===== src/hdl/sdcd_pkg.sv =====
// Package for the SD host clock divider calculator.
// Holds widths, register map, reset values and the divider pipeline record.
// No dependencies; every other file of the block refers to it by scoped name.
package sdcd_pkg;

	// Field widths.
	localparam int unsigned FREQ_W  = 32;
	localparam int unsigned FIELD_W = 16;
	localparam int unsigned DIV_W   = 10;
	localparam int unsigned EXP_W   = 3;

	// One quotient bit is resolved per divider stage.
	localparam int unsigned DIV_STAGES = FREQ_W;

	// APB register map (word index taken from paddr bits above the byte offset).
	localparam int unsigned PADDR_W  = 3;
	localparam int unsigned PDATA_W  = 32;
	localparam logic REG_BASE_CLOCK  = 1'b0;
	localparam logic REG_PROG_DIV    = 1'b1;

	// Reset values of the configuration registers.
	localparam logic [FREQ_W-1:0] BASE_CLOCK_RESET = 32'd41666666;
	localparam logic              PROG_DIV_RESET   = 1'b0;

	// Divider limits.
	localparam logic [EXP_W-1:0]  MAX_EXPONENT  = 3'd7;
	localparam logic [FREQ_W-1:0] DIVIDER_FLOOR = 32'd2;

	// Record carried from one divider stage to the next.
	typedef struct packed {
		logic [FREQ_W-1:0] num;   // numerator bits still to be shifted in, MSB first
		logic [FREQ_W-1:0] div;   // divisor (the requested frequency)
		logic [FREQ_W-1:0] rem;   // partial remainder
		logic [FREQ_W-1:0] quo;   // quotient bits resolved so far
		logic              prog;  // programmable divider mode for this transaction
	} div_t;

endpackage


===== src/hdl/sdcd_div_stage.sv =====
// One stage of the restoring divider pipeline: resolves one quotient bit.
// Depends on sdcd_pkg for the stage record type.
module sdcd_div_stage (
	input  logic             clk,
	input  logic             arst_n,
	input  logic             in_valid,
	output logic             in_ready,
	input  sdcd_pkg::div_t   in_data,
	output logic             out_valid,
	input  logic             out_ready,
	output sdcd_pkg::div_t   out_data
);

	logic                           valid_s1;
	sdcd_pkg::div_t                 data_s1;
	logic [sdcd_pkg::FREQ_W:0]      shifted;
	logic [sdcd_pkg::FREQ_W:0]      diff;
	logic                           ge;
	sdcd_pkg::div_t                 next_data;

	// The stage takes a new transaction when empty or when its content moves on.
	assign in_ready = !valid_s1 || out_ready;

	// Shift in the next numerator bit and try to subtract the divisor.
	always_comb begin
		shifted = {in_data.rem, in_data.num[sdcd_pkg::FREQ_W-1]};
		diff    = shifted - {1'b0, in_data.div};
		ge      = shifted >= {1'b0, in_data.div};
		next_data      = in_data;
		next_data.num  = {in_data.num[sdcd_pkg::FREQ_W-2:0], 1'b0};
		next_data.rem  = ge ? diff[sdcd_pkg::FREQ_W-1:0] : shifted[sdcd_pkg::FREQ_W-1:0];
		next_data.quo  = {in_data.quo[sdcd_pkg::FREQ_W-2:0], ge};
	end

	// Stage valid flag.
	always_ff @(posedge clk or negedge arst_n) begin
		if (!arst_n) begin
			valid_s1 <= 1'b0;
		end else if (in_ready) begin
			valid_s1 <= in_valid;
		end
	end

	// Stage payload.
	always_ff @(posedge clk) begin
		if (in_ready && in_valid) begin
			data_s1 <= next_data;
		end
	end

	assign out_valid = valid_s1;
	assign out_data  = data_s1;

endmodule


===== config.mk =====
export PLATFORM = sky130hd
export DESIGN_NAME = sdcd_div_stage
export DESIGN_NICKNAME = d
export VERILOG_FILES = /design/src/hdl/sdcd_pkg.sv /design/src/hdl/sdcd_div_stage.sv
export SDC_FILE = /design/constraint.sdc
export NUM_CORES = 1
export LEC_CHECK = 0
export BUFFER_PORTS_ARGS = -buffer_cell sky130_fd_sc_hd__buf_2
export CAP_MARGIN = 20
export CORE_ASPECT_RATIO = 1.4
export CORE_MARGIN = 2
export CORE_UTILIZATION = 43
export DETAILED_ROUTE_END_ITERATION = 12
export PLACE_DENSITY_LB_ADDON = 0.12
export SETUP_SLACK_MARGIN = 0.2
export SLEW_MARGIN = 10
export SYNTH_ARGS = -nofsm -noshare
export SYNTH_HDL_FRONTEND = slang
export SYNTH_SLANG_ARGS = --single-unit
export TNS_END_PERCENT = 10

===== constraint.sdc =====
create_clock -name clk -period 4.2 [get_ports clk]
set_clock_uncertainty 0.05 [all_clocks]
set_input_delay 0.21 -clock clk [delete_from_list [all_inputs] [get_ports clk]]
set_output_delay 0.21 -clock clk [all_outputs]
set_load 0.1 [all_outputs]

[Word-level counts from Yosys, hierarchy flattened]
Index checks and enable logic that the tools add are counted.
Word-level totals
  bits of input ports: 133
  output and inout port bits: 131
  word-level logic and storage cells: 12
  register bits: 129
Cells by class
  order comparisons: 1
  multiplexer cells: 1
  reduce and logical (&&, ||, !) cells: 3
  $add $sub $neg: 1
Operator list (number)
  33-bit by 32-bit greater-or-equal comparator with 1-bit output: 1
  32-bit two-way mux: 1
  32-bit subtractor: 1
  1-bit logical AND: 1
  1-bit logical NOT: 1
  1-bit logical OR: 1

[Logic depth before layout (Yosys ltp)]
Gate-level depths: netlist of the first run.
  word-level depth: 3
  mapped depth: 13
  mapped depth without buffers: 12

[Worst setup path after synthesis of the first run]
Ideal clock, no wire load.
  path type: register to register
  from: reg valid_s1 (netlist: out_valid)
  to: reg data_s1, in the netlist out_data[0], enable pin
  stages on the path, launching flop included: 3
  period minus slack after synthesis: 5.266 ns
  data arrival time: 4.715 ns
  path buffers: 0
  data required time: 3.649 ns
  library setup time: 0.501 ns
  slack: -1.066 ns
  cells stage by stage: dfrtp_1 nand2b_1 and2_1
Between the ends
  cells in the longest elaborated chain, start to end: 3
RTL lines
  start: declaration: RTL line sdcd_div_stage.sv:14  | logic valid_s1;
  start signal: assignment: RTL line sdcd_div_stage.sv:40  | valid_s1 <= in_valid;
  1-bit logical NOT: RTL line sdcd_div_stage.sv:22  | assign in_ready = !valid_s1 || out_ready;
  1-bit logical OR: RTL line sdcd_div_stage.sv:22
  via in_ready: RTL line sdcd_div_stage.sv:7  | output logic in_ready,
  1-bit logical AND: RTL line sdcd_div_stage.sv:46  | if (in_ready && in_valid) begin
  end signal: assignment: RTL line sdcd_div_stage.sv:47  | data_s1 <= next_data;
  end: declaration: RTL line sdcd_div_stage.sv:15  | sdcd_pkg::div_t data_s1;
The timed path passes the listed nets, and every way through them passes these cells.
A chain may end at the register's enable or synchronous reset.

==> results.toml, run 1 <==
[global_routing]
first_global_vias = 5357
grt_use_total_pct = 21.9
grt_max_degree = 77
antenna_found_initial = 1
overflow = 0
grt_pass1_wl_mm = 26.3

[drt]
ant_nets = 0
vias = 5120
drt-vias-per-instance = 4.93
wl_per_cell_um = 15.8
drt_iter0_drc = 225
finalWirelength_mm = 16.4
drc = 0
firstDrtPassIters = 4

[cts]
numCtsBuffers = 17
postCtsSetupRepairBufs = 0
root_buffer = "clkbuf_16"
cts_buffer_depth = 2
clkLatencyLatePin_ps = 420
cts_tree = "built"
clk_pin_slew_worst_paths_ps = 60
clock_sinks = 129
h-tree-depth = 4

[synth]
synth-seq-cells = 129
mappedNetlistArea_mm2 = 0.00611
synth_seq_area_share_pct = 63.3
synth-compound-area-share_pct = 12.0
syn_inst = 479
synth_top_area_share_pct = 62.9
syn_nets = 645
synth_top_family_by_area = "compound AO/OA/AOI/OAI gates"
synth.mux.area_fraction_pct = 2.01
netlist-cell-type-count = 50
synth.area.top_cells = "edfxtp_1, ha_1, a21oi_1"
avgSynthCellArea_um2 = 12.8
synth_ff_type = "edfxtp_1"
synthAdderAreaFrac_pct = 6.88
synth_enable_flop_cells = 128
async_flop_share_pct = 0.775
yosysTopAreaCell = "edfxtp_1"
synthSimpleGateAreaFrac_pct = 7.93
synth_xor_area_share_pct = 3.87
ys.warnings.count = 0

[pwr]
p_sw_share_pct = 37.3
p_seq_share_pct = 36.8
p_comb_share_pct = 29.5
clockPowerShare_pct = 33.8
p_leak_nw = 4.00
p_int_mw = 2.65
vdd_ir_drop_max_mv = 0.241
p_per_area_mw_per_mm2 = 463
switchingPower_mw = 1.58

[setup_path]
cp-start-kind = "primary input"
reg2reg_to = "out_data[46]$_DFFE_PP_"
critPathCaptureType = "flop"
rr_startpoint = "out_valid$_DFFE_PN0N_"
critPathLaunch = "in_data[65]"
r2r_cells = 3
required_ps = 4310
r2r_setup_slack_ps = 2150
crit_fanout = 4
critPathArrivalTime_ps = 3850
worstSetupPathType = "in -> reg"

[floorplanning]
initial_core_util_pct = 43.9
dieArea_mm2 = 0.0152
core_area_mm2 = 0.0139
io_pins = 264
die_w_um = 105
row_count = 51
fp.dieH_um = 145

[layout]
fillers = 1125
drive_gt1_share_pct = 35.9
nets = 1005
final_util_pct = 65.7
syn2layout_area_growth_pct = 49.6

[sta]
timing.final.ws_setup_ps = 466
finalSetupViolCount = 0
maxSlewHeadroom_pct = 52.1
slew_viol_final = 0
tns_ps = 0
fmax_mhz = 268
grt_setup_unrepaired = "false"
worst_pin_slew_ps = 718
finalCritPeriodShare_pct = 88.9
hold_viol = 0
fin_crit_ps = 3730

[outcome]
run_status = "complete, no violations"

[place]
io_buffer_count = 261
dp_hpwl_mm = 11.3
dp_slack_ps = 631
gp_congestion = 0.804

[min_path]
hp-class = "in -> reg"
hp-start = "in_data[58]"
min_to = "out_data[59]$_DFFE_PP_"
worst_hold_path.num_cells = 2

[run]
drv_cap = 0
[layout make-up]
cell class / instances / area [µm²] / area share, %
Sequential cell: 129 / 3870 / 42.3
Clock inverter: 14 / 136 / 1.49
Tap cell: 185 / 231 / 2.53
Antenna cell: 1 / 2.50 / 0.0274
Clock buffer: 18 / 439 / 4.80
Multi-Input combinational cell: 293 / 2000 / 21.9
Inverter: 38 / 143 / 1.56
Timing Repair Buffer: 360 / 2320 / 25.4
[metrics by stage]
stage	total power, mW	instances	cell area, µm²	hold slack [ps]
2_1_floorplan	2.53	479	6110	-136
3_3_place_gp	2.74	908	7590	-63.1
3_5_place_dp	2.75	908	7590	-63.4
4_1_cts	4.26	1037	9140	31.5
5_1_grt	4.39	1038	9140	40.8
6_report	4.23	1038	9140	48.5
[kinds of logic after synthesis]
logic type               count (synthesis)
XOR/XNOR                                27
flip-flops                             129
multiplexers                            11
AND/OR/NAND/NOR                        102
adder cells (fa/ha/maj)                 33
AO/OA/AOI/OAI                          119
buffers and inverters                   57
other                                    1
[how the worst max path moves through the flow]
stage | to | slack (ps)
global route | out_data[63]$_DFFE_PP_ | 220
finish | out_data[63]$_DFFE_PP_ | 470
CTS | out_data[63]$_DFFE_PP_ | 510
detailed placement | out_data[63]$_DFFE_PP_ | 630
global placement | out_data[63]$_DFFE_PP_ | 650
floorplan | out_data[0]$_DFFE_PP_ | 310
[power by group through the flow]
stage	sequential (mW)	combinational (mW)	clock, mW
global placement	1.58	1.16	0
global route	1.56	1.32	1.51
CTS	1.56	1.25	1.46
finish	1.56	1.25	1.43
detailed placement	1.58	1.17	0
floorplan	2.20	0.330	0
[sequential cells by signal (all words and copies together) (netlist names)]
signal     cells
out_data     128
out_valid      1
[cells in the mapped netlist, types with 8 or more instances]
master	n
inv_1	38
ha_1	32
nand4_1	8
nand3_1	8
nand2_1	26
buf_2	8
xnor2_1	15
a21o_1	12
xor2_1	12
edfxtp_1	128
a21oi_1	56
o21ai_0	16
nor2_1	35
[worst max-delay path, stage by stage]
cell           delay, ps
dlygate4sd3_1        540
buf_2                130
ha_1                 220
fa_1                 410
nand2b_1             180
a21oi_1              160
o21ai_0              220
o311a_1              420
a31oi_1              320
a21oi_1              220
o41ai_1              410
xor2_1               110
mux2_1               300
[cells in the final DEF, fill, tap and decap left out, types with 8 or more instances in the layout]
cell type and n:
xor2_1 12, nor2_1 35, clkbuf_16 17, inv_1 38, a21o_1 12, nand4_1 8
o21ai_0 16, buf_2 261, edfxtp_1 128, a21oi_1 56, ha_1 32, nand3_1 8
xnor2_1 15, nand2_1 26, dlygate4sd3_1 97
[timing repair]
action | in CTS | in global routing
hold buffers | 97 | 0
resized for setup | 0 | 0
hold endpoints to repair | 97 | 0
[metal layers]
| metal | vias up | GRT usage, % | part of all wire [%] |
|---|---|---|---|
| met5 | - | 0 | 0 |
| met4 | 0 | 8.20 | 2.8 |
| met3 | 30 | 5.71 | 6.3 |
| li1 | 2496 | - | - |
| met2 | 201 | 40.6 | 54 |
| met1 | 2393 | 23.4 | 37 |
No activity file was read; power rests on OpenSTA's default activity.
==> inputs of run 2 (changes only) <==
--- a/config.mk
+++ b/config.mk
@@ -5,11 +5,12 @@
 export SDC_FILE = /design/constraint.sdc
 export NUM_CORES = 1
 export LEC_CHECK = 0
+export ABC_AREA = 1
 export BUFFER_PORTS_ARGS = -buffer_cell sky130_fd_sc_hd__buf_2
 export CAP_MARGIN = 20
 export CORE_ASPECT_RATIO = 1.4
 export CORE_MARGIN = 2
-export CORE_UTILIZATION = 43
+export CORE_UTILIZATION = 45
 export DETAILED_ROUTE_END_ITERATION = 12
 export PLACE_DENSITY_LB_ADDON = 0.12
 export SETUP_SLACK_MARGIN = 0.2
==> results.toml, run 2 <==
[sta]
slew_viol_final = 0
worst_pin_slew_ps = 982
tns_ps = 0
maxSlewHeadroom_pct = 34.5
fmax_mhz = 368
finalCritPeriodShare_pct = 64.8
hold_viol = 0
grt_setup_unrepaired = "false"
finalSetupViolCount = 0
fin_crit_ps = 2720

[place]
io_buffer_count = 261
placed_area_mm2 = 0.00859
gp_congestion = 0.933
dp.cells = 1237
dp_hpwl_mm = 15.4

[layout]
drive_gt1_share_pct = 28.1
final_cell_area_mm2 = 0.0102
nets = 1322
multi_input_area_mm2 = 0.00257
layout_commonest_cell = "nand2_1"
instances_no_fill = 1366
syn2layout_area_growth_pct = 43.1
final_cell_mix = "nand2_1, buf_2, inv_1, edfxtp_1, dlygate4sd3_1"
fillers = 1329
largest_register_ffs = 128
regArea_mm2 = 0.00387

[synth]
synth.area.top_cells = "edfxtp_1, nand2_1, inv_1"
synthSimpleGateAreaFrac_pct = 26.6
syn_nets = 954
synthAdderAreaFrac_pct = 5.93
mappedNetlistArea_mm2 = 0.00709
netlist-cell-type-count = 32
synth-compound-area-share_pct = 1.80
avgSynthCellArea_um2 = 9.00
synth.most_common_cell = "nand2_1"
synth_xor_area_share_pct = 1.73
synth_enable_flop_cells = 128
synth_top_area_share_pct = 54.2
synth_ff_type = "edfxtp_1"
syn_inst = 788
yosysTopAreaCell = "edfxtp_1"
async_flop_share_pct = 0.775
synth-seq-cells = 129
synth_top_family_by_area = "simple AND/OR/NAND/NOR gates"
ys.warnings.count = 0
synth.mux.area_fraction_pct = 0
synth_common_cells = "nand2_1, inv_1, edfxtp_1, nand3_1, nor2_1"
synth_seq_area_share_pct = 54.5

[cts]
ctsResizeCount = 0
clock_sinks = 129
numCtsBuffers = 17
cts_hold_buf = 96
cts_buffer_depth = 2
postCtsSetupRepairBufs = 0
cts_tree = "built"
root_buffer = "clkbuf_16"
clkLatencyLatePin_ps = 420
clk_pin_slew_worst_paths_ps = 60
h-tree-depth = 4

[floorplanning]
io_pins = 264
row_count = 54
initial_core_util_pct = 45.7
dieArea_mm2 = 0.0168
core_area_mm2 = 0.0155
fp.dieH_um = 153
die_w_um = 110

[drt]
top_layer_used = "met4"
met2WireLength_mm = 11.6
vias = 6338
wl_per_cell_um = 15.3
dr_wl_met3_mm = 1.26
firstDrtPassIters = 4
finalWirelength_mm = 20.9
drc = 0
drt-vias-per-instance = 4.64
drt_iter0_drc = 296
wirelength_met1_mm = 7.54
ant_nets = 0

[pwr]
power.total_mw = 4.39
clockPowerShare_pct = 34.6
vdd_ir_drop_max_mv = 0.268
p_per_area_mw_per_mm2 = 432
p_sw_share_pct = 37.6
p_seq_share_pct = 35.4
switchingPower_mw = 1.65
p_leak_nw = 5.14
p_int_mw = 2.74
p_comb_share_pct = 30.0

[global_routing]
grt_pass1_wl_mm = 31.6
first_global_vias = 6363
overflow = 0
grt_max_degree = 80
grt_use_total_pct = 25.0
antenna_found_initial = 1

[min_path]
hp-class = "in -> reg"

[setup_path]
critPathArrivalTime_ps = 2840
cp-start-kind = "primary input"
worstSetupPathType = "in -> reg"
required_ps = 4320
crit_fanout = 35
critPathCaptureType = "flop"

[outcome]
run_status = "complete, no violations"

[run]
drv_cap = 0
[run 2: power by group through the flow]
stage | Clock (mW) | Combinational (mW) | Sequential [mW]
finish | 1.52 | 1.31 | 1.55
global route | 1.62 | 1.41 | 1.56
CTS | 1.56 | 1.32 | 1.55
detailed placement | 0 | 1.25 | 1.58
global placement | 0 | 1.24 | 1.58
floorplan | 0 | 0.391 | 2.19
[run 2: through the flow]
| step | setup WS [ps] | hold WS [ps] | util [%] |
|---|---|---|---|
| floorplan | 672 | -136 | - |
| global placement | 1540 | -64.7 | 55.3 |
| global route | 1260 | 7.87 | 65.3 |
| CTS | 1460 | 0.324 | 65.3 |
| detailed placement | 1550 | -61.9 | 55.3 |
| finish | 1480 | 16.1 | 65.3 |
[run 2: path summary, 6_finish.rpt]
check	startpoint	to	slack, ps	depth (start not counted)
max	in_data[68]	out_data[59]$_DFFE_PP_	1480	16
min	in_data[73]	out_data[73]$_DFFE_PP_	20	1
max reg2reg	out_valid$_DFFE_PN0N_	out_data[91]$_DFFE_PP_	2360	2
min reg2reg	out_valid$_DFFE_PN0N_	out_valid$_DFFE_PN0N_	540	2
max in group asynchronous	arst_n	out_valid$_DFFE_PN0N_	3960	2
min in group asynchronous	arst_n	out_valid$_DFFE_PN0N_	60	2
[run 2: layout make-up]
class / count / area share [%]
diodes: 1 / 0.0246
clock buffers: 18 / 4.23
clock inverters: 14 / 1.69
inverters: 154 / 5.69
multi-input cells: 494 / 25.3
flip-flops and latches: 129 / 38.1
well taps: 196 / 2.41
repair buffers: 360 / 22.5
[run 2: kinds of logic (layout without fill, tap and decap cells)]
kind of cell / Yosys count / in the layout
fa+ha+maj: 33 / 33
flops: 129 / 129
xor+xnor: 14 / 14
other cells: 1 / 2
buf+inv: 165 / 546
simple gates: 421 / 421
compound gates: 25 / 25
[run 2: per-layer routing]
metal  GRT usage (%)  vias to the layer above
met1            25.9                     2852
met4            8.75                        0
met2            48.4                      210
met3            4.58                       34
li1                -                     3242
met5               0                        -
[run 2: worst max-delay path, stage by stage]
cell and delay (ps):
dlygate4sd3_1 520, buf_2 110, inv_1 40, ha_1 370, nand2_2 160, inv_1 50, nand2_1 70, nand2_1 60
nand2_1 70, nand3_2 110, nand2_2 100, nand2_2 70, nand2_4 350, nand2_8 280, nand3_2 170, nand2_1 60
