$ cat config.mk
export PLATFORM = sky130hd
export DESIGN_NAME = sdcd_encode
export DESIGN_NICKNAME = d
export VERILOG_FILES = /design/src/hdl/sdcd_pkg.sv /design/src/hdl/sdcd_encode.sv
export SDC_FILE = /design/constraint.sdc
export NUM_CORES = 1
export LEC_CHECK = 0
export BUFFER_PORTS_ARGS = -buffer_cell sky130_fd_sc_hd__buf_2
export CAP_MARGIN = 10
export CORE_ASPECT_RATIO = 0.6
export CORE_UTILIZATION = 31
export CTS_CLUSTER_SIZE = 12
export DETAILED_ROUTE_END_ITERATION = 8
export GPL_ROUTABILITY_DRIVEN = 0
export PLACE_DENSITY = 0.79
export RECOVER_POWER = 50
export SETUP_SLACK_MARGIN = 0.15
export SLEW_MARGIN = 5
export SYNTH_ARGS = -nofsm -noshare
export SYNTH_HDL_FRONTEND = slang
export SYNTH_SLANG_ARGS = --single-unit
$ cat constraint.sdc
create_clock -name clk -period 1.5 [get_ports clk]
set_input_delay 0.3 -clock clk [delete_from_list [all_inputs] [get_ports clk]]
set_output_delay 0.3 -clock clk [all_outputs]
set_load 0.1 [all_outputs]
$ cat src/hdl/sdcd_pkg.sv
// Package for the SD host clock divider calculator.
// Holds widths, register map, reset values and the divider pipeline record.
// No dependencies; every other file of the block refers to it by scoped name.
package sdcd_pkg;

	// Field widths.
	localparam int unsigned FREQ_W  = 32;
	localparam int unsigned FIELD_W = 16;
	localparam int unsigned DIV_W   = 10;
	localparam int unsigned EXP_W   = 3;

	// One quotient bit is resolved per divider stage.
	localparam int unsigned DIV_STAGES = FREQ_W;

	// APB register map (word index taken from paddr bits above the byte offset).
	localparam int unsigned PADDR_W  = 3;
	localparam int unsigned PDATA_W  = 32;
	localparam logic REG_BASE_CLOCK  = 1'b0;
	localparam logic REG_PROG_DIV    = 1'b1;

	// Reset values of the configuration registers.
	localparam logic [FREQ_W-1:0] BASE_CLOCK_RESET = 32'd41666666;
	localparam logic              PROG_DIV_RESET   = 1'b0;

	// Divider limits.
	localparam logic [EXP_W-1:0]  MAX_EXPONENT  = 3'd7;
	localparam logic [FREQ_W-1:0] DIVIDER_FLOOR = 32'd2;

	// Record carried from one divider stage to the next.
	typedef struct packed {
		logic [FREQ_W-1:0] num;   // numerator bits still to be shifted in, MSB first
		logic [FREQ_W-1:0] div;   // divisor (the requested frequency)
		logic [FREQ_W-1:0] rem;   // partial remainder
		logic [FREQ_W-1:0] quo;   // quotient bits resolved so far
		logic              prog;  // programmable divider mode for this transaction
	} div_t;

endpackage

$ cat src/hdl/sdcd_encode.sv
// Final stage: turns the ratio into the packed clock control divider field.
// Depends on sdcd_pkg for widths, limits and the stage record type.
module sdcd_encode (
	input  logic                           clk,
	input  logic                           arst_n,
	input  logic                           in_valid,
	output logic                           in_ready,
	input  sdcd_pkg::div_t                 in_data,
	output logic                           out_valid,
	input  logic                           out_ready,
	output logic [sdcd_pkg::FIELD_W-1:0]   out_field
);

	logic                           valid_s1;
	logic [sdcd_pkg::FIELD_W-1:0]   field_s1;
	logic [sdcd_pkg::FREQ_W-1:0]    ratio;
	logic [sdcd_pkg::FREQ_W-1:0]    ratio_m1;
	logic [sdcd_pkg::EXP_W-1:0]     exponent;
	logic [sdcd_pkg::DIV_W-1:0]     divider;
	logic [1:0]                     hi_bits;
	logic [sdcd_pkg::FIELD_W-1:0]   next_field;

	assign in_ready = !valid_s1 || out_ready;
	assign ratio    = in_data.quo;
	assign ratio_m1 = ratio - 32'd1;

	// Exponent is the top set bit of ratio minus one, clamped to the maximum.
	always_comb begin
		exponent = '0;
		if (|ratio_m1[sdcd_pkg::FREQ_W-1:7]) begin
			exponent = sdcd_pkg::MAX_EXPONENT;
		end else begin
			for (int i = 1; i < 7; i++) begin
				if (ratio_m1[i]) begin
					exponent = sdcd_pkg::EXP_W'(i);
				end
			end
		end
	end

	// Select the divider, apply the floor and pack the field.
	always_comb begin
		if (in_data.prog) begin
			divider = (ratio <= sdcd_pkg::DIVIDER_FLOOR) ?
				sdcd_pkg::DIV_W'(sdcd_pkg::DIVIDER_FLOOR) : ratio[sdcd_pkg::DIV_W-1:0];
			hi_bits = divider[9:8];
		end else begin
			divider = (exponent <= 3'd1) ?
				sdcd_pkg::DIV_W'(sdcd_pkg::DIVIDER_FLOOR) : (10'd1 << exponent);
			hi_bits = 2'b00;
		end
		next_field = {divider[7:0], hi_bits, 6'b000000};
	end

	// Output register valid flag.
	always_ff @(posedge clk or negedge arst_n) begin
		if (!arst_n) begin
			valid_s1 <= 1'b0;
		end else if (in_ready) begin
			valid_s1 <= in_valid;
		end
	end

	// Output register payload.
	always_ff @(posedge clk) begin
		if (in_ready && in_valid) begin
			field_s1 <= next_field;
		end
	end

	assign out_valid = valid_s1;
	assign out_field = field_s1;

endmodule

Yosys cells after proc, flatten, opt, wreduce, memory -nomap -nowiden

Cells that the tools add are included.

$add $sub $neg: 1
Magnitude comparators: 2
Shift-type cells: 1
Mux-type cells: 10
Reduce and logical (&&, ||, !) cells: 4

Operators with widths:

| cell                                                  | number |
|---|---|
| <= comparator 32 x 2 -> 1 bit (second input constant) | 1 |
| subtractor 32 x 1 -> 32 bit (second input constant)   | 1 |
| OR reduction 25 bit                                   | 1 |
| 2-to-1 mux 3 bit                                      | 6 |
| 2-to-1 mux 8 bit                                      | 2 |
| 2-to-1 mux 10 bit                                     | 1 |
| left shift 1 x 3 -> 8 bit (first input constant)      | 1 |
| <= comparator 3 x 1 -> 1 bit (second input constant)  | 1 |
| logical AND 1 bit                                     | 1 |
| logical NOT 1 bit                                     | 1 |
| logical OR 1 bit                                      | 1 |
| 2-to-1 mux 1 bit                                      | 1 |

Register bits after elaboration: 11
Output and inout bits: 18

Logic depth before layout (Yosys ltp)

Gate-level depths: netlist (run 1).

Depth in word-level cells: 11
Depth in mapped cells: 9
Depth with buffers taken out: 9

Worst setup path after synthesis (run 1)

Ideal clock, no wire load.

Path kind: register to register
From: register valid_s1, in the netlist out_valid
To: register field_s1, in the netlist out_field[10] (enable)
Library setup time: 0.290 ns
Arrival: 2.268 ns
Required time: 1.210 ns
Setup slack: -1.058 ns
Stages on the path, launching flop included: 3
Cell sequence: dfrtp_1 nand2b_1 and2_1

Word-level cells in the longest chain between the ends: 3

Ends and longest elaborated chain:

| element                | line              | text |
|---|---|---|
| start, declared        | sdcd_encode.sv:14 | `logic valid_s1;` |
| start signal, assigned | sdcd_encode.sv:60 | `valid_s1 <= in_valid;` |
| logical NOT 1 bit      | sdcd_encode.sv:23 | `assign in_ready = !valid_s1 \|\| out_ready;` |
| logical OR 1 bit       | sdcd_encode.sv:23 |  |
| named net in_ready     | sdcd_encode.sv:7  | `output logic in_ready,` |
| logical AND 1 bit      | sdcd_encode.sv:66 | `if (in_ready && in_valid) begin` |
| end signal, assigned   | sdcd_encode.sv:67 | `field_s1 <= next_field;` |
| end, declared          | sdcd_encode.sv:15 | `logic [sdcd_pkg::FIELD_W-1:0] field_s1;` |

The timed path passes the listed nets, and every way through them passes these cells.
A chain may end at the register's enable or synchronous reset.

Final worst setup path (run 1)

From: input in_data[21] in the netlist's numbering
To: register field_s1, in the netlist out_field[15], data pin

Word-level cells in the longest chain between the ends: 6
Elaborated cells between the ends (all ways): 9
Those cells by class: 1 x add/sub; 2 x order compare; 1 x shift; 4 x mux; 1 x reduce/logical

Ends and longest elaborated chain:

| element                                                                          | line                                 | text |
|---|---|---|
| start, declared                                                                  | sdcd_encode.sv:8                     | `input sdcd_pkg::div_t in_data,` |
| subtractor 32 x 1 -> 32 bit                                                      | sdcd_encode.sv:25                    | `assign ratio_m1 = ratio - 32'd1;` |
| OR reduction 25 bit                                                              | sdcd_encode.sv:30                    | `if (\|ratio_m1[sdcd_pkg::FREQ_W-1:7]) begin` |
| 2-to-1 mux 3 bit                                                                 | sdcd_encode.sv:30                    |  |
| <= comparator 3 x 1 -> 1 bit / left shift 1 x 3 -> 8 bit (equally long branches) | sdcd_encode.sv:48, sdcd_encode.sv:49 |  |
| 2-to-1 mux 8 bit                                                                 | sdcd_encode.sv:48                    | `divider = (exponent <= 3'd1) ?` |
| 2-to-1 mux 8 bit (*)                                                             | sdcd_encode.sv:43                    | `if (in_data.prog) begin` |
| named net divider (one bit)                                                      | sdcd_encode.sv:19                    | `logic [sdcd_pkg::DIV_W-1:0] divider;` |

The timed path passes the listed nets; every way through them passes the cells marked *.

==> results of run 1 <==
==> metal layers <==
metal  part of all wire  vias up  GRT usage
li1                   -      716          -
met1               0.45      711      0.320
met2               0.45       85      0.335
met3              0.083        7     0.0204
met4              0.015        0     0.0655
met5                  0        -          0
==> synth_stat cells, drive strengths merged, types with 2 or more instances <==
| cell | number |
|---|---|
| nand2 | 13 |
| edfxtp | 10 |
| nor2 | 9 |
| buf | 8 |
| nor3 | 8 |
| a21oi | 7 |
| nor4 | 7 |
| o21ai | 6 |
| o31ai | 6 |
| nand2b | 5 |
| nand4 | 5 |
| or4 | 5 |
| and2 | 4 |
| xnor2 | 4 |
| xor2 | 4 |
| inv | 3 |
| nor2b | 3 |
| nor3b | 3 |
| or3 | 3 |
| ha | 2 |
| nand3 | 2 |
| o41ai | 2 |
==> state kept, by name, indices dropped and copies added, names as in the netlist <==
signal and count:
out_field 10, out_valid 1
==> cells by family (layout without fill, tap and decap cells) <==
group | Yosys count | count (layout) | synth area share
other | 1 | 6 | 0.00319
AO/OA/AOI/OAI | 29 | 29 | 0.179
adder cells (fa/ha/maj) | 2 | 2 | 0.0213
AND/OR/NAND/NOR | 71 | 71 | 0.396
buffers and inverters | 12 | 115 | 0.0648
XOR/XNOR | 8 | 8 | 0.0595
flip-flops | 11 | 11 | 0.276
==> area by class of cell <==
type | instances | area [µm²] | share of cell area
multi-input combinational | 116 | 988 | 0.456
tap | 45 | 56.3 | 0.0260
inverter | 3 | 11.3 | 0.00520
sequential | 11 | 329 | 0.152
timing repair buffer | 108 | 736 | 0.340
clock buffer | 4 | 45.0 | 0.0208
==> placed cells by master, fill, tap and decap left out, types with 3 or more instances in the layout <==
master | synthesis | final
sky130_fd_sc_hd__nand4_1 | 4 | 4
sky130_fd_sc_hd__nor3_1 | 7 | 3
sky130_fd_sc_hd__or4_4 | 0 | 3
sky130_fd_sc_hd__nor3_2 | 1 | 5
sky130_fd_sc_hd__clkbuf_1 | 1 | 3
sky130_fd_sc_hd__buf_2 | 1 | 42
sky130_fd_sc_hd__o21ai_2 | 0 | 3
sky130_fd_sc_hd__buf_4 | 6 | 56
sky130_fd_sc_hd__conb_1 | 1 | 6
sky130_fd_sc_hd__xor2_1 | 4 | 3
sky130_fd_sc_hd__buf_6 | 1 | 6
sky130_fd_sc_hd__clkbuf_8 | 0 | 3
sky130_fd_sc_hd__nand2_1 | 13 | 13
sky130_fd_sc_hd__xnor2_1 | 4 | 3
sky130_fd_sc_hd__o31ai_1 | 6 | 5
sky130_fd_sc_hd__nand2b_1 | 5 | 4
sky130_fd_sc_hd__a21oi_1 | 7 | 5
sky130_fd_sc_hd__nor2_1 | 9 | 7
sky130_fd_sc_hd__edfxtp_1 | 10 | 10
sky130_fd_sc_hd__inv_1 | 3 | 3
sky130_fd_sc_hd__nor4_4 | 2 | 4
==> repair_timing <==
action,in CTS,in global routing
hold endpoints to repair,1,0
gates resized for setup,20,21
hold buffers,1,0
pin swaps,5,12
endpoints found under the setup margin,9,8
buffers inserted,3,1
==> stage by stage <==
stage,setup TNS [ns],power (mW),util,hold WS [ns],area (µm²)
floorplan,-4.89,0.702,-,0.00443,1240
global placement,-6.85,0.905,0.550,0.0763,1890
detailed placement,-7.17,0.914,0.550,0.0764,1890
CTS,-4.63,1.23,0.602,0.276,2070
global route,-5.97,1.30,0.629,0.287,2170
finish,-5.42,1.25,0.629,0.271,2170
==> critical path: stages <==
cell,delay [ns]
sky130_fd_sc_hd__buf_6,0.09
sky130_fd_sc_hd__or4_4,0.54
sky130_fd_sc_hd__or3_1,0.39
sky130_fd_sc_hd__nor3_2,0.15
sky130_fd_sc_hd__xor2_1,0.12
sky130_fd_sc_hd__a21oi_2,0.19
sky130_fd_sc_hd__o2111ai_4,0.20
sky130_fd_sc_hd__a2bb2oi_1,0.19
==> power groups by stage <==
stage | logic (mW) | clock network, mW | registers (mW)
floorplan | 0.208 | 0 | 0.494
global placement | 0.536 | 0 | 0.369
detailed placement | 0.544 | 0 | 0.370
CTS | 0.569 | 0.299 | 0.364
global route | 0.626 | 0.311 | 0.364
finish | 0.599 | 0.292 | 0.363
==> worst min-delay path by stage <==
| stage | end | slack (ns) | cells past startpoint |
|---|---|---|---|
| 4_1_cts | out_valid | 0.28 | 2 |
| 3_5_place_dp | out_valid | 0.08 | 1 |
| 5_1_grt | out_valid | 0.29 | 2 |
| 6_report | out_valid | 0.27 | 2 |
| 2_1_floorplan | out_valid | 0.004 | 0 |
| 3_3_place_gp | out_valid | 0.08 | 1 |
==> summary.txt, run 1 <==
Timing
  – Total count of hold-check failures in the final report: 0
  – Unrepaired setup endpoints after global routing: yes
  – Slew Viols, Final: 0
  – Worst setup slack after layout: -0.714 ns
  – Clock skew: about 0.00038 ns
  – Tcrit/Tclk final: 1.48
  – Shortest clock period the worst path allows after layout: around 2.2 ns
  – Final setup violating endpoints: 8
  – Maximum achievable frequency: between 400 and 500 MHz

Power and ir drop
  – Clk pwr share: 0.233
  – Internal cell power: ~0.75 mW
  – Switching fraction of total power: 0.403
  – Maximum vdd drop: ~0.52 mV
  – Part of the power in combinational logic: 0.478
  – Leakage power: just over 0.9 nW
  – Power density normalized to cell area: 579 nW/µm²
  – Sequential cell fraction of total power: 0.289
  – Net switching power: roughly 0.51 mW

Placement
  – Total instance count after detailed placement: approximately 280
  – Worst slack, placed: -1.02 ns
  – Number of port buffers: 48
  – DP HPWL: roughly 3400 µm

Clock network
  – Skew-Pair Late Insertion Delay: around 0.24 ns
  – Number of buffers added by the clock tree synthesis step: 3
  – Clock tree from TritonCTS: built
  – Buffers from clock root to sink, at most: 2
  – Clock transition at path regs: 0.05 ns
  – Count of H-tree levels built during CTS: 1
  – Library cell used as clock root buffer: sky130_fd_sc_hd__clkbuf_8
  – Number of sinks driven by the clock tree: 11

GRT
  – Maximum number of pins on one net before global-route repair: 11
  – Via count of the first global-routing pass: around 1.4k
  – Remaining global-route overflow: 0
  – Antenna violations before repair: 0
  – Wire length of the first global-routing pass: ~6600 µm
  – Total track usage: 0.219

Worst setup path
  – Reg-to-Reg Start: out_valid
  – Cell depth of the worst flop-to-flop path: 2
  – Worst setup path class: in -> reg
  – Req. time, crit path: 1.47 ns
  – Capturing instance or port of the critical path: out_field[15]
  – CP startpoint kind: input port
  – Worst Setup SP: in_data[21]
  – Critical path capture point type: flip-flop
  – Reg2reg setup slack: between 0.2 and 0.25 ns
  – Arrival time of data at the critical path endpoint: ~2.2 ns
  – Worst r2r dst: out_field[9]
  – Largest driver fanout on the critical path: 5

Yosys
  – Synthesized instance count: 134
  – Area of the mapped netlist: between 1000 and 1500 µm²
  – Asr flop ratio synth: 0.0909
  – Synth top area share: 0.255
  – Post-synthesis cell type count: 46
  – Post-synth EDFFs: 10
  – Share of the yosys chip area belonging to registers: 0.276
  – Dominant cells by area after synthesis: sky130_fd_sc_hd__edfxtp_1 (26%), sky130_fd_sc_hd__nand2_1 (4.1%), sky130_fd_sc_hd__buf_4 (3.8%)
  – Post-synthesis register bit count: 11
  – Most instantiated flip-flop cell in the synthesis netlist: sky130_fd_sc_hd__edfxtp_1
  – Mean instance size in the synthesized netlist: between 8 and 9 µm²
  – Yosys warning count: 0
  – Synth area leader: sky130_fd_sc_hd__edfxtp_1

Floorplan
  – Starting utilization of the core area: 0.342
  – Floorplan die area: 4060 µm²
  – Vertical extent of the die: around 50 µm
  – Top-Level Pins: 151
  – Std cell rows: 16
  – Die Wd: 81.6 µm
  – Floorplan core area: roughly 3400 µm²

Routing
  – Final wirelength: about 4600 µm
  – Routed wire length per instance: approximately 16 µm
  – Number of vias after detailed routing: 1519
  – Violation count after the first detailed-route iteration: roughly 160
  – Vias per std cell: 5.29
  – Remaining antenna violation count after routing: 0
  – Residual DRC: 0
  – Detailed-routing iteration count for the pre-antenna-repair pass: 4

Worst hold path
  – Class of the worst hold path: in -> reg
  – Min-Delay Startpoint: in_valid

Cells and area
  – Final std cells w/o fill: about 290
  – Number of antenna repair diodes: 0
  – Nets: roughly 380
  – Count of filler cells inserted in the layout: between 200 and 300
  – Layout overhead on the synthesized area: 84.0%
  – Share of cells above drive strength 1: 0.607

Status
  – Failing checks: setup timing
  – Run status: complete, but fails checks

Job
  – Maxcap violations: 0
(Power assumes the default switching activity.)
==> run 2, diff against run 1 <==
--- a/config.mk
+++ b/config.mk
@@ -5,14 +5,15 @@
 export SDC_FILE = /design/constraint.sdc
 export NUM_CORES = 1
 export LEC_CHECK = 0
+export ABC_CLOCK_PERIOD_IN_PS = 1500
 export BUFFER_PORTS_ARGS = -buffer_cell sky130_fd_sc_hd__buf_2
 export CAP_MARGIN = 10
 export CORE_ASPECT_RATIO = 0.6
-export CORE_UTILIZATION = 31
+export CORE_UTILIZATION = 32
 export CTS_CLUSTER_SIZE = 12
 export DETAILED_ROUTE_END_ITERATION = 8
 export GPL_ROUTABILITY_DRIVEN = 0
-export PLACE_DENSITY = 0.79
+export PLACE_DENSITY = 0.81
 export RECOVER_POWER = 50
 export SETUP_SLACK_MARGIN = 0.15
 export SLEW_MARGIN = 5
==> summary.txt, run 2 (synthesis gave the netlist of run 1 again) <==
Routing
  – Number of vias after detailed routing: 1615 (+6.3%)
  – Detailed-routing iteration count for the pre-antenna-repair pass: 4 (unchanged)
  – Final wirelength: 5150 µm (+12%)
  – Vias per std cell: 5.59 (+5.6%)
  – Residual DRC: 0 (unchanged)
  – Remaining antenna violation count after routing: 0 (unchanged)
  – Routed wire length per instance: 17.8 µm (+12%)
  – Violation count after the first detailed-route iteration: 161 (+1.3%)

Timing
  – Unrepaired setup endpoints after global routing: yes
  – Worst max-slew margin expressed relative to the limit: 0.661
  – Worst hold margin: 0.288 ns (+0.0171 ns)
  – Final TNS setup: -5.98 ns (-0.551 ns)
  – Final setup violating endpoints: 8 (unchanged)
  – Clock skew: 0.00240 ns (+0.00202 ns)
  – Shortest clock period the worst path allows after layout: 2.31 ns (+0.0927 ns)
  – Total count of hold-check failures in the final report: 0 (unchanged)
  – Worst setup slack after layout: -0.807 ns (-0.0927 ns)
  – Measured slew at the worst slew-check pin: between 0.5 and 0.6 ns
  – Slew Viols, Final: 0 (unchanged)
  – Tcrit/Tclk final: 1.54 (+0.0618)
  – Maximum achievable frequency: 434 MHz (-4.0%)

Clock network
  – Clock tree from TritonCTS: built
  – Clock transition at path regs: 0.05 ns (about the same)
  – Skew-Pair Late Insertion Delay: 0.23 ns (about the same)
  – Number of buffers added by the clock tree synthesis step: 3 (unchanged)
  – Library cell used as clock root buffer: sky130_fd_sc_hd__clkbuf_8
  – Buffers from clock root to sink, at most: 2 (unchanged)
  – Number of sinks driven by the clock tree: 11 (unchanged)
  – Count of H-tree levels built during CTS: 1 (unchanged)

Placement
  – Worst slack, placed: -1.07 ns (-0.0520 ns)
  – DP HPWL: 3460 µm (+2.5%)
  – Total instance count after detailed placement: 278 (unchanged)
  – Number of port buffers: 48 (unchanged)

Worst setup path
  – Critical path capture point type: flip-flop
  – Worst r2r dst: out_field[10]
  – Reg-to-Reg Start: out_valid
  – Largest driver fanout on the critical path: 5 (unchanged)
  – Arrival time of data at the critical path endpoint: 2.35 ns (+0.16 ns)
  – Reg2reg setup slack: 0.19 ns (-0.03 ns)
  – Req. time, crit path: 1.55 ns (+0.08 ns)
  – CP startpoint kind: input port
  – Worst setup path class: in -> reg
  – Cell depth of the worst flop-to-flop path: 2 (unchanged)

GRT
  – Antenna violations before repair: 0 (unchanged)
  – Via count of the first global-routing pass: 1499 (+6.7%)
  – Remaining global-route overflow: 0 (unchanged)
  – Wire length of the first global-routing pass: 7040 µm (+6.0%)
  – Total track usage: 0.235 (+0.0161)
  – Maximum number of pins on one net before global-route repair: 11 (unchanged)

Worst hold path
  – Hold Path Depth: 2 (unchanged)
  – Min-Delay Startpoint: in_valid
  – Class of the worst hold path: in -> reg
  – Hold Path End: out_valid

Cells and area
  – Nets: 380 (+0.53%)
  – Flip-flop count of the largest register after layout: 10 (unchanged)
  – Most common cell after layout, fill and taps aside: sky130_fd_sc_hd__buf_4
  – Area occupied by registers: 329 µm² (unchanged)
  – Fraction of the core area covered by cells at the end of the flow: 0.649 (+0.0204)
  – Final std cells w/o fill: 289 (+0.70%)
  – Layout overhead on the synthesized area: 86.6%
  – Count of filler cells inserted in the layout: 278 (+2.2%)
  – Commonest cells after routing, fill and taps aside: sky130_fd_sc_hd__buf_4 (59), sky130_fd_sc_hd__buf_2 (41), sky130_fd_sc_hd__nand2_1 (13)
  – Number of antenna repair diodes: 0 (unchanged)
  – Share of cells above drive strength 1: 0.635 (+0.0278)
  – Total area of multi-input combinational cells: 993 µm² (+0.51%)

Floorplan
  – Vertical extent of the die: 49.0 µm (-1.5%)
  – Floorplan die area: 3930 µm² (-3.0%)
  – Top-Level Pins: 151 (unchanged)
  – Std cell rows: 16 (unchanged)
  – Floorplan core area: 3380 µm² (-1.7%)
  – Starting utilization of the core area: 0.348 (+0.00607)
  – Die Wd: 80.3 µm (-1.5%)

Power and ir drop
  – Maximum vdd drop: 0.539 mV (+4.3%)
  – Power density normalized to cell area: 577 nW/µm² (-0.36%)
  – Leakage power: 0.936 nW (+2.0%)

Status
  – Run status: complete, but fails checks
  – Failing checks: setup timing

Job
  – Maxcap violations: 0 (unchanged)
## run 2: cell types whose count changed in the layout (fill, tap and decap cells not counted), moves of 2 or more
cell	previous run	this run
sky130_fd_sc_hd__buf_4	56	59
sky130_fd_sc_hd__clkbuf_1	3	1
sky130_fd_sc_hd__nor2b_2	0	2
sky130_fd_sc_hd__nor2b_4	2	0
sky130_fd_sc_hd__nor3_2	5	2
sky130_fd_sc_hd__nor3_4	0	2
sky130_fd_sc_hd__o31ai_1	5	3
sky130_fd_sc_hd__o31ai_2	0	3
## run 2: how the worst max path moves through the flow
| stage | slack (ns) | to | startpoint | depth (start not counted) |
|---|---|---|---|---|
| final | -0.81 | out_field[11] | in_data[9] | 8 |
| after global routing | -0.84 | out_field[11] | in_data[9] | 8 |
| after CTS | -0.68 | out_field[9] | in_data[27] | 8 |
| after detailed placement | -1.07 | out_field[11] | in_data[13] | 8 |
| after global placement | -0.91 | out_field[11] | in_data[13] | 8 |
| after floorplan | -0.71 | out_field[10] | in_data[4] | 8 |
## run 2: per-stage QoR
stage                     instance area, µm²  power, mW
after global routing                    2200       1.31
after floorplan                         1240      0.702
after detailed placement                1890      0.914
final                                   2200       1.27
after CTS                               2030       1.22
after global placement                  1890      0.904
## run 2: repair_timing
| item | CTS | global route |
|---|---|---|
| buffers inserted | 1 | 5 |
| hold endpoints to repair | 1 | 0 |
| setup endpoints to repair | 9 | 8 |
| pin swaps | 11 | 11 |
| hold buffers | 1 | 0 |
| gates resized for setup | 16 | 29 |
## run 2: routing by layer
metal / track usage / up-vias / wire length (µm)
met5: 0 / - / 0
met4: 0.0595 / 0 / 153
met3: 0.0318 / 20 / 451
met2: 0.400 / 106 / 2510
met1: 0.312 / 761 / 2040
li1: - / 728 / -
## run 2: cell type report
class,count,area share
Tap cell,45,0.0256
Clock inverter,1,0.00228
Timing Repair Buffer,110,0.346
Sequential cell,11,0.150
Inverter,3,0.00513
Multi-Input combinational cell,116,0.452
Clock buffer,3,0.0188
## run 2: critical path, stage by stage
cell                        delay, ns
sky130_fd_sc_hd__buf_2           0.10
sky130_fd_sc_hd__nor3_1          0.42
sky130_fd_sc_hd__nor2b_2         0.38
sky130_fd_sc_hd__a31o_1          0.20
sky130_fd_sc_hd__a22oi_1         0.10
sky130_fd_sc_hd__nor4_4          0.34
sky130_fd_sc_hd__o2111ai_4       0.23
sky130_fd_sc_hd__o31ai_2         0.28
## run 2: where the power goes
group	switching (mW)	total [mW]	internal, mW
registers	0.00512	0.362	0.357
clock network	0.113	0.296	0.183
logic	0.404	0.609	0.205
==> run 3, diff against run 2 <==
--- a/config.mk
+++ b/config.mk
@@ -15,6 +15,7 @@
 export GPL_ROUTABILITY_DRIVEN = 0
 export PLACE_DENSITY = 0.81
 export RECOVER_POWER = 50
+export REMOVE_ABC_BUFFERS = 1
 export SETUP_SLACK_MARGIN = 0.15
 export SLEW_MARGIN = 5
 export SYNTH_ARGS = -nofsm -noshare
==> summary.txt, run 3 (synthesis gave the netlist of run 1 again) <==
Clock network
  – Number of buffers added by the clock tree synthesis step: 3 (unchanged)
  – Buffers from clock root to sink, at most: 2 (unchanged)
  – Number of sinks driven by the clock tree: 11 (unchanged)
  – Clock transition at path regs: 0.06 ns (about the same)
  – Count of H-tree levels built during CTS: 1 (unchanged)
  – Clock tree from TritonCTS: built
  – Skew-Pair Late Insertion Delay: 0.24 ns (about the same)
  – Library cell used as clock root buffer: sky130_fd_sc_hd__clkbuf_8
  – Number of setup buffers added after CTS: 0 (-1)

Cells and area
  – Commonest cells after routing, fill and taps aside: sky130_fd_sc_hd__buf_4 (50), sky130_fd_sc_hd__buf_2 (45), sky130_fd_sc_hd__nand2_1 (13)
  – Fraction of the core area covered by cells at the end of the flow: 0.591 (-0.0581)
  – Share of cells above drive strength 1: 0.557 (-0.0778)
  – Count of filler cells inserted in the layout: 280 (+0.72%)
  – Number of antenna repair diodes: 0 (unchanged)
  – Nets: 371 (-2.4%)
  – Flip-flop count of the largest register after layout: 10 (unchanged)
  – Most common cell after layout, fill and taps aside: sky130_fd_sc_hd__buf_4
  – Layout overhead on the synthesized area: 69.9%

Timing
  – Worst setup slack after layout: -0.818 ns (-0.0110 ns)
  – Tcrit/Tclk final: 1.55 (+0.00734)
  – Clock skew: 0.0106 ns (+0.00818 ns)
  – Shortest clock period the worst path allows after layout: 2.32 ns (+0.0110 ns)
  – Measured slew at the worst slew-check pin: 0.541 ns (+0.0369 ns)
  – Total count of hold-check failures in the final report: 0 (unchanged)
  – Slew Viols, Final: 0 (unchanged)
  – Maximum achievable frequency: 431 MHz (-0.48%)
  – Final setup violating endpoints: 8 (unchanged)
  – Worst max-slew margin expressed relative to the limit: 0.641 (-0.0202)
  – Final TNS setup: -5.84 ns (+0.132 ns)
  – Unrepaired setup endpoints after global routing: yes
  – Worst hold margin: 0.274 ns (-0.0137 ns)

Power and ir drop
  – Maximum vdd drop: 0.600 mV (+11%)
  – Power density normalized to cell area: 614 nW/µm² (+6.4%)
  – Part of the power in combinational logic: 0.462 (-0.019)
  – Switching fraction of total power: 0.409 (-0.00370)
  – Leakage power: 0.856 nW (-8.5%)
  – Internal cell power: 0.726 mW (-2.5%)
  – Sequential cell fraction of total power: 0.294 (+0.008)
  – Net switching power: 0.502 mW (-4.0%)
  – Total power draw: 1.23 mW (-3.1%)
  – Clk pwr share: 0.244 (+0.011)

Floorplan
  – Floorplan die area: 3930 µm² (unchanged)
  – Std cell rows: 16 (unchanged)
  – Starting utilization of the core area: 0.348 (unchanged)
  – Floorplan core area: 3380 µm² (unchanged)
  – Top-Level Pins: 151 (unchanged)
  – Vertical extent of the die: 49.0 µm (unchanged)
  – Die Wd: 80.3 µm (unchanged)

GRT
  – Total track usage: 0.229 (-0.00580)
  – Wire length of the first global-routing pass: 6790 µm (-3.5%)
  – Antenna violations before repair: 0 (unchanged)
  – Remaining global-route overflow: 0 (unchanged)
  – Via count of the first global-routing pass: 1359 (-9.3%)
  – Maximum number of pins on one net before global-route repair: 11 (unchanged)

Routing
  – Residual DRC: 0 (unchanged)
  – Number of vias after detailed routing: 1573 (-2.6%)
  – Final wirelength: 4670 µm (-9.2%)
  – Vias per std cell: 5.62 (+0.53%)
  – Remaining antenna violation count after routing: 0 (unchanged)
  – Violation count after the first detailed-route iteration: 170 (+5.6%)
  – Detailed-routing iteration count for the pre-antenna-repair pass: 5 (+1)
  – Routed wire length per instance: 16.7 µm (-6.3%)

Worst setup path
  – Critical path capture point type: flip-flop
  – Arrival time of data at the critical path endpoint: 2.40 ns (+0.05 ns)
  – Req. time, crit path: 1.58 ns (+0.03 ns)
  – Worst setup path class: in -> reg
  – CP startpoint kind: input port
  – Largest driver fanout on the critical path: 5 (unchanged)

Placement
  – DP HPWL: 3500 µm (+1.0%)
  – Number of port buffers: 48 (unchanged)

Status
  – Failing checks: setup timing
  – Run status: complete, but fails checks

Worst hold path
  – Class of the worst hold path: in -> reg

Job
  – Maxcap violations: 0 (unchanged)
## run 3: cell types whose count changed in the layout (fill, tap and decap cells not counted), sizes merged
cell    previous run  this run
buf              108        97
clkbuf             4         7
clkinv             1         0
## run 3: cell type report
| class | instances | area, µm² | area share |
|---|---|---|---|
| repair buffers | 101 | 656 | 0.328 |
| inverters | 3 | 11.3 | 0.00563 |
| clock buffers | 4 | 45.0 | 0.0225 |
| flip-flops and latches | 11 | 325 | 0.163 |
| well taps | 45 | 56.3 | 0.0281 |
| multi-input cells | 116 | 907 | 0.453 |
## run 3: power by group through the flow
stage / clock, mW / sequential [mW] / combinational, mW
3_5_place_dp: 0 / 0.367 / 0.534
6_report: 0.299 / 0.361 / 0.567
3_3_place_gp: 0 / 0.367 / 0.527
2_1_floorplan: 0 / 0.491 / 0.179
4_1_cts: 0.304 / 0.362 / 0.548
5_1_grt: 0.315 / 0.363 / 0.591
## run 3: worst max-delay path: stages
cell and delay [ns]:
sky130_fd_sc_hd__buf_6 0.09, sky130_fd_sc_hd__or4_4 0.56, sky130_fd_sc_hd__or3_4 0.40, sky130_fd_sc_hd__nor3_4 0.14, sky130_fd_sc_hd__xor2_1 0.11, sky130_fd_sc_hd__a21oi_1 0.21, sky130_fd_sc_hd__o2111ai_2 0.23, sky130_fd_sc_hd__buf_4 0.22
sky130_fd_sc_hd__o21ai_2 0.15
## run 3: path summary, 6_finish.rpt
kind | start | end | slack, ns | depth (start not counted)
worst min register to register | out_valid | out_valid | 0.63 | 2
worst min-delay path | in_valid | out_valid | 0.27 | 2
worst max register to register | out_valid | out_field[14] | 0.22 | 3
min in group asynchronous | arst_n | out_valid | 0.37 | 2
max in group asynchronous | arst_n | out_valid | 1.05 | 2
worst max-delay path | in_data[22] | out_field[10] | -0.82 | 9
## run 3: per-stage QoR
stage | cells | setup WS, ns | cell area (µm²)
after floorplan | 130 | -1.06 | 1130
after global placement | 275 | -0.883 | 1830
after detailed placement | 275 | -1.00 | 1830
after CTS | 280 | -0.665 | 1950
after global routing | 280 | -0.823 | 2000
final | 280 | -0.818 | 2000
## run 3: layer usage
metal / part of all wire / routed length, µm / track usage / vias to the layer above
li1: - / - / - / 706
met1: 0.40 / 1890 / 0.323 / 696
met2: 0.41 / 1920 / 0.338 / 141
met3: 0.14 / 677 / 0.0561 / 30
met4: 0.039 / 180 / 0.0774 / 0
met5: 0 / 0 / 0 / -
## run 3: repair_timing
item,CTS,global route
pin swaps,11,6
resized for setup,13,12
hold buffers,1,0
setup endpoints to repair,9,8
endpoints found under the hold margin,1,0
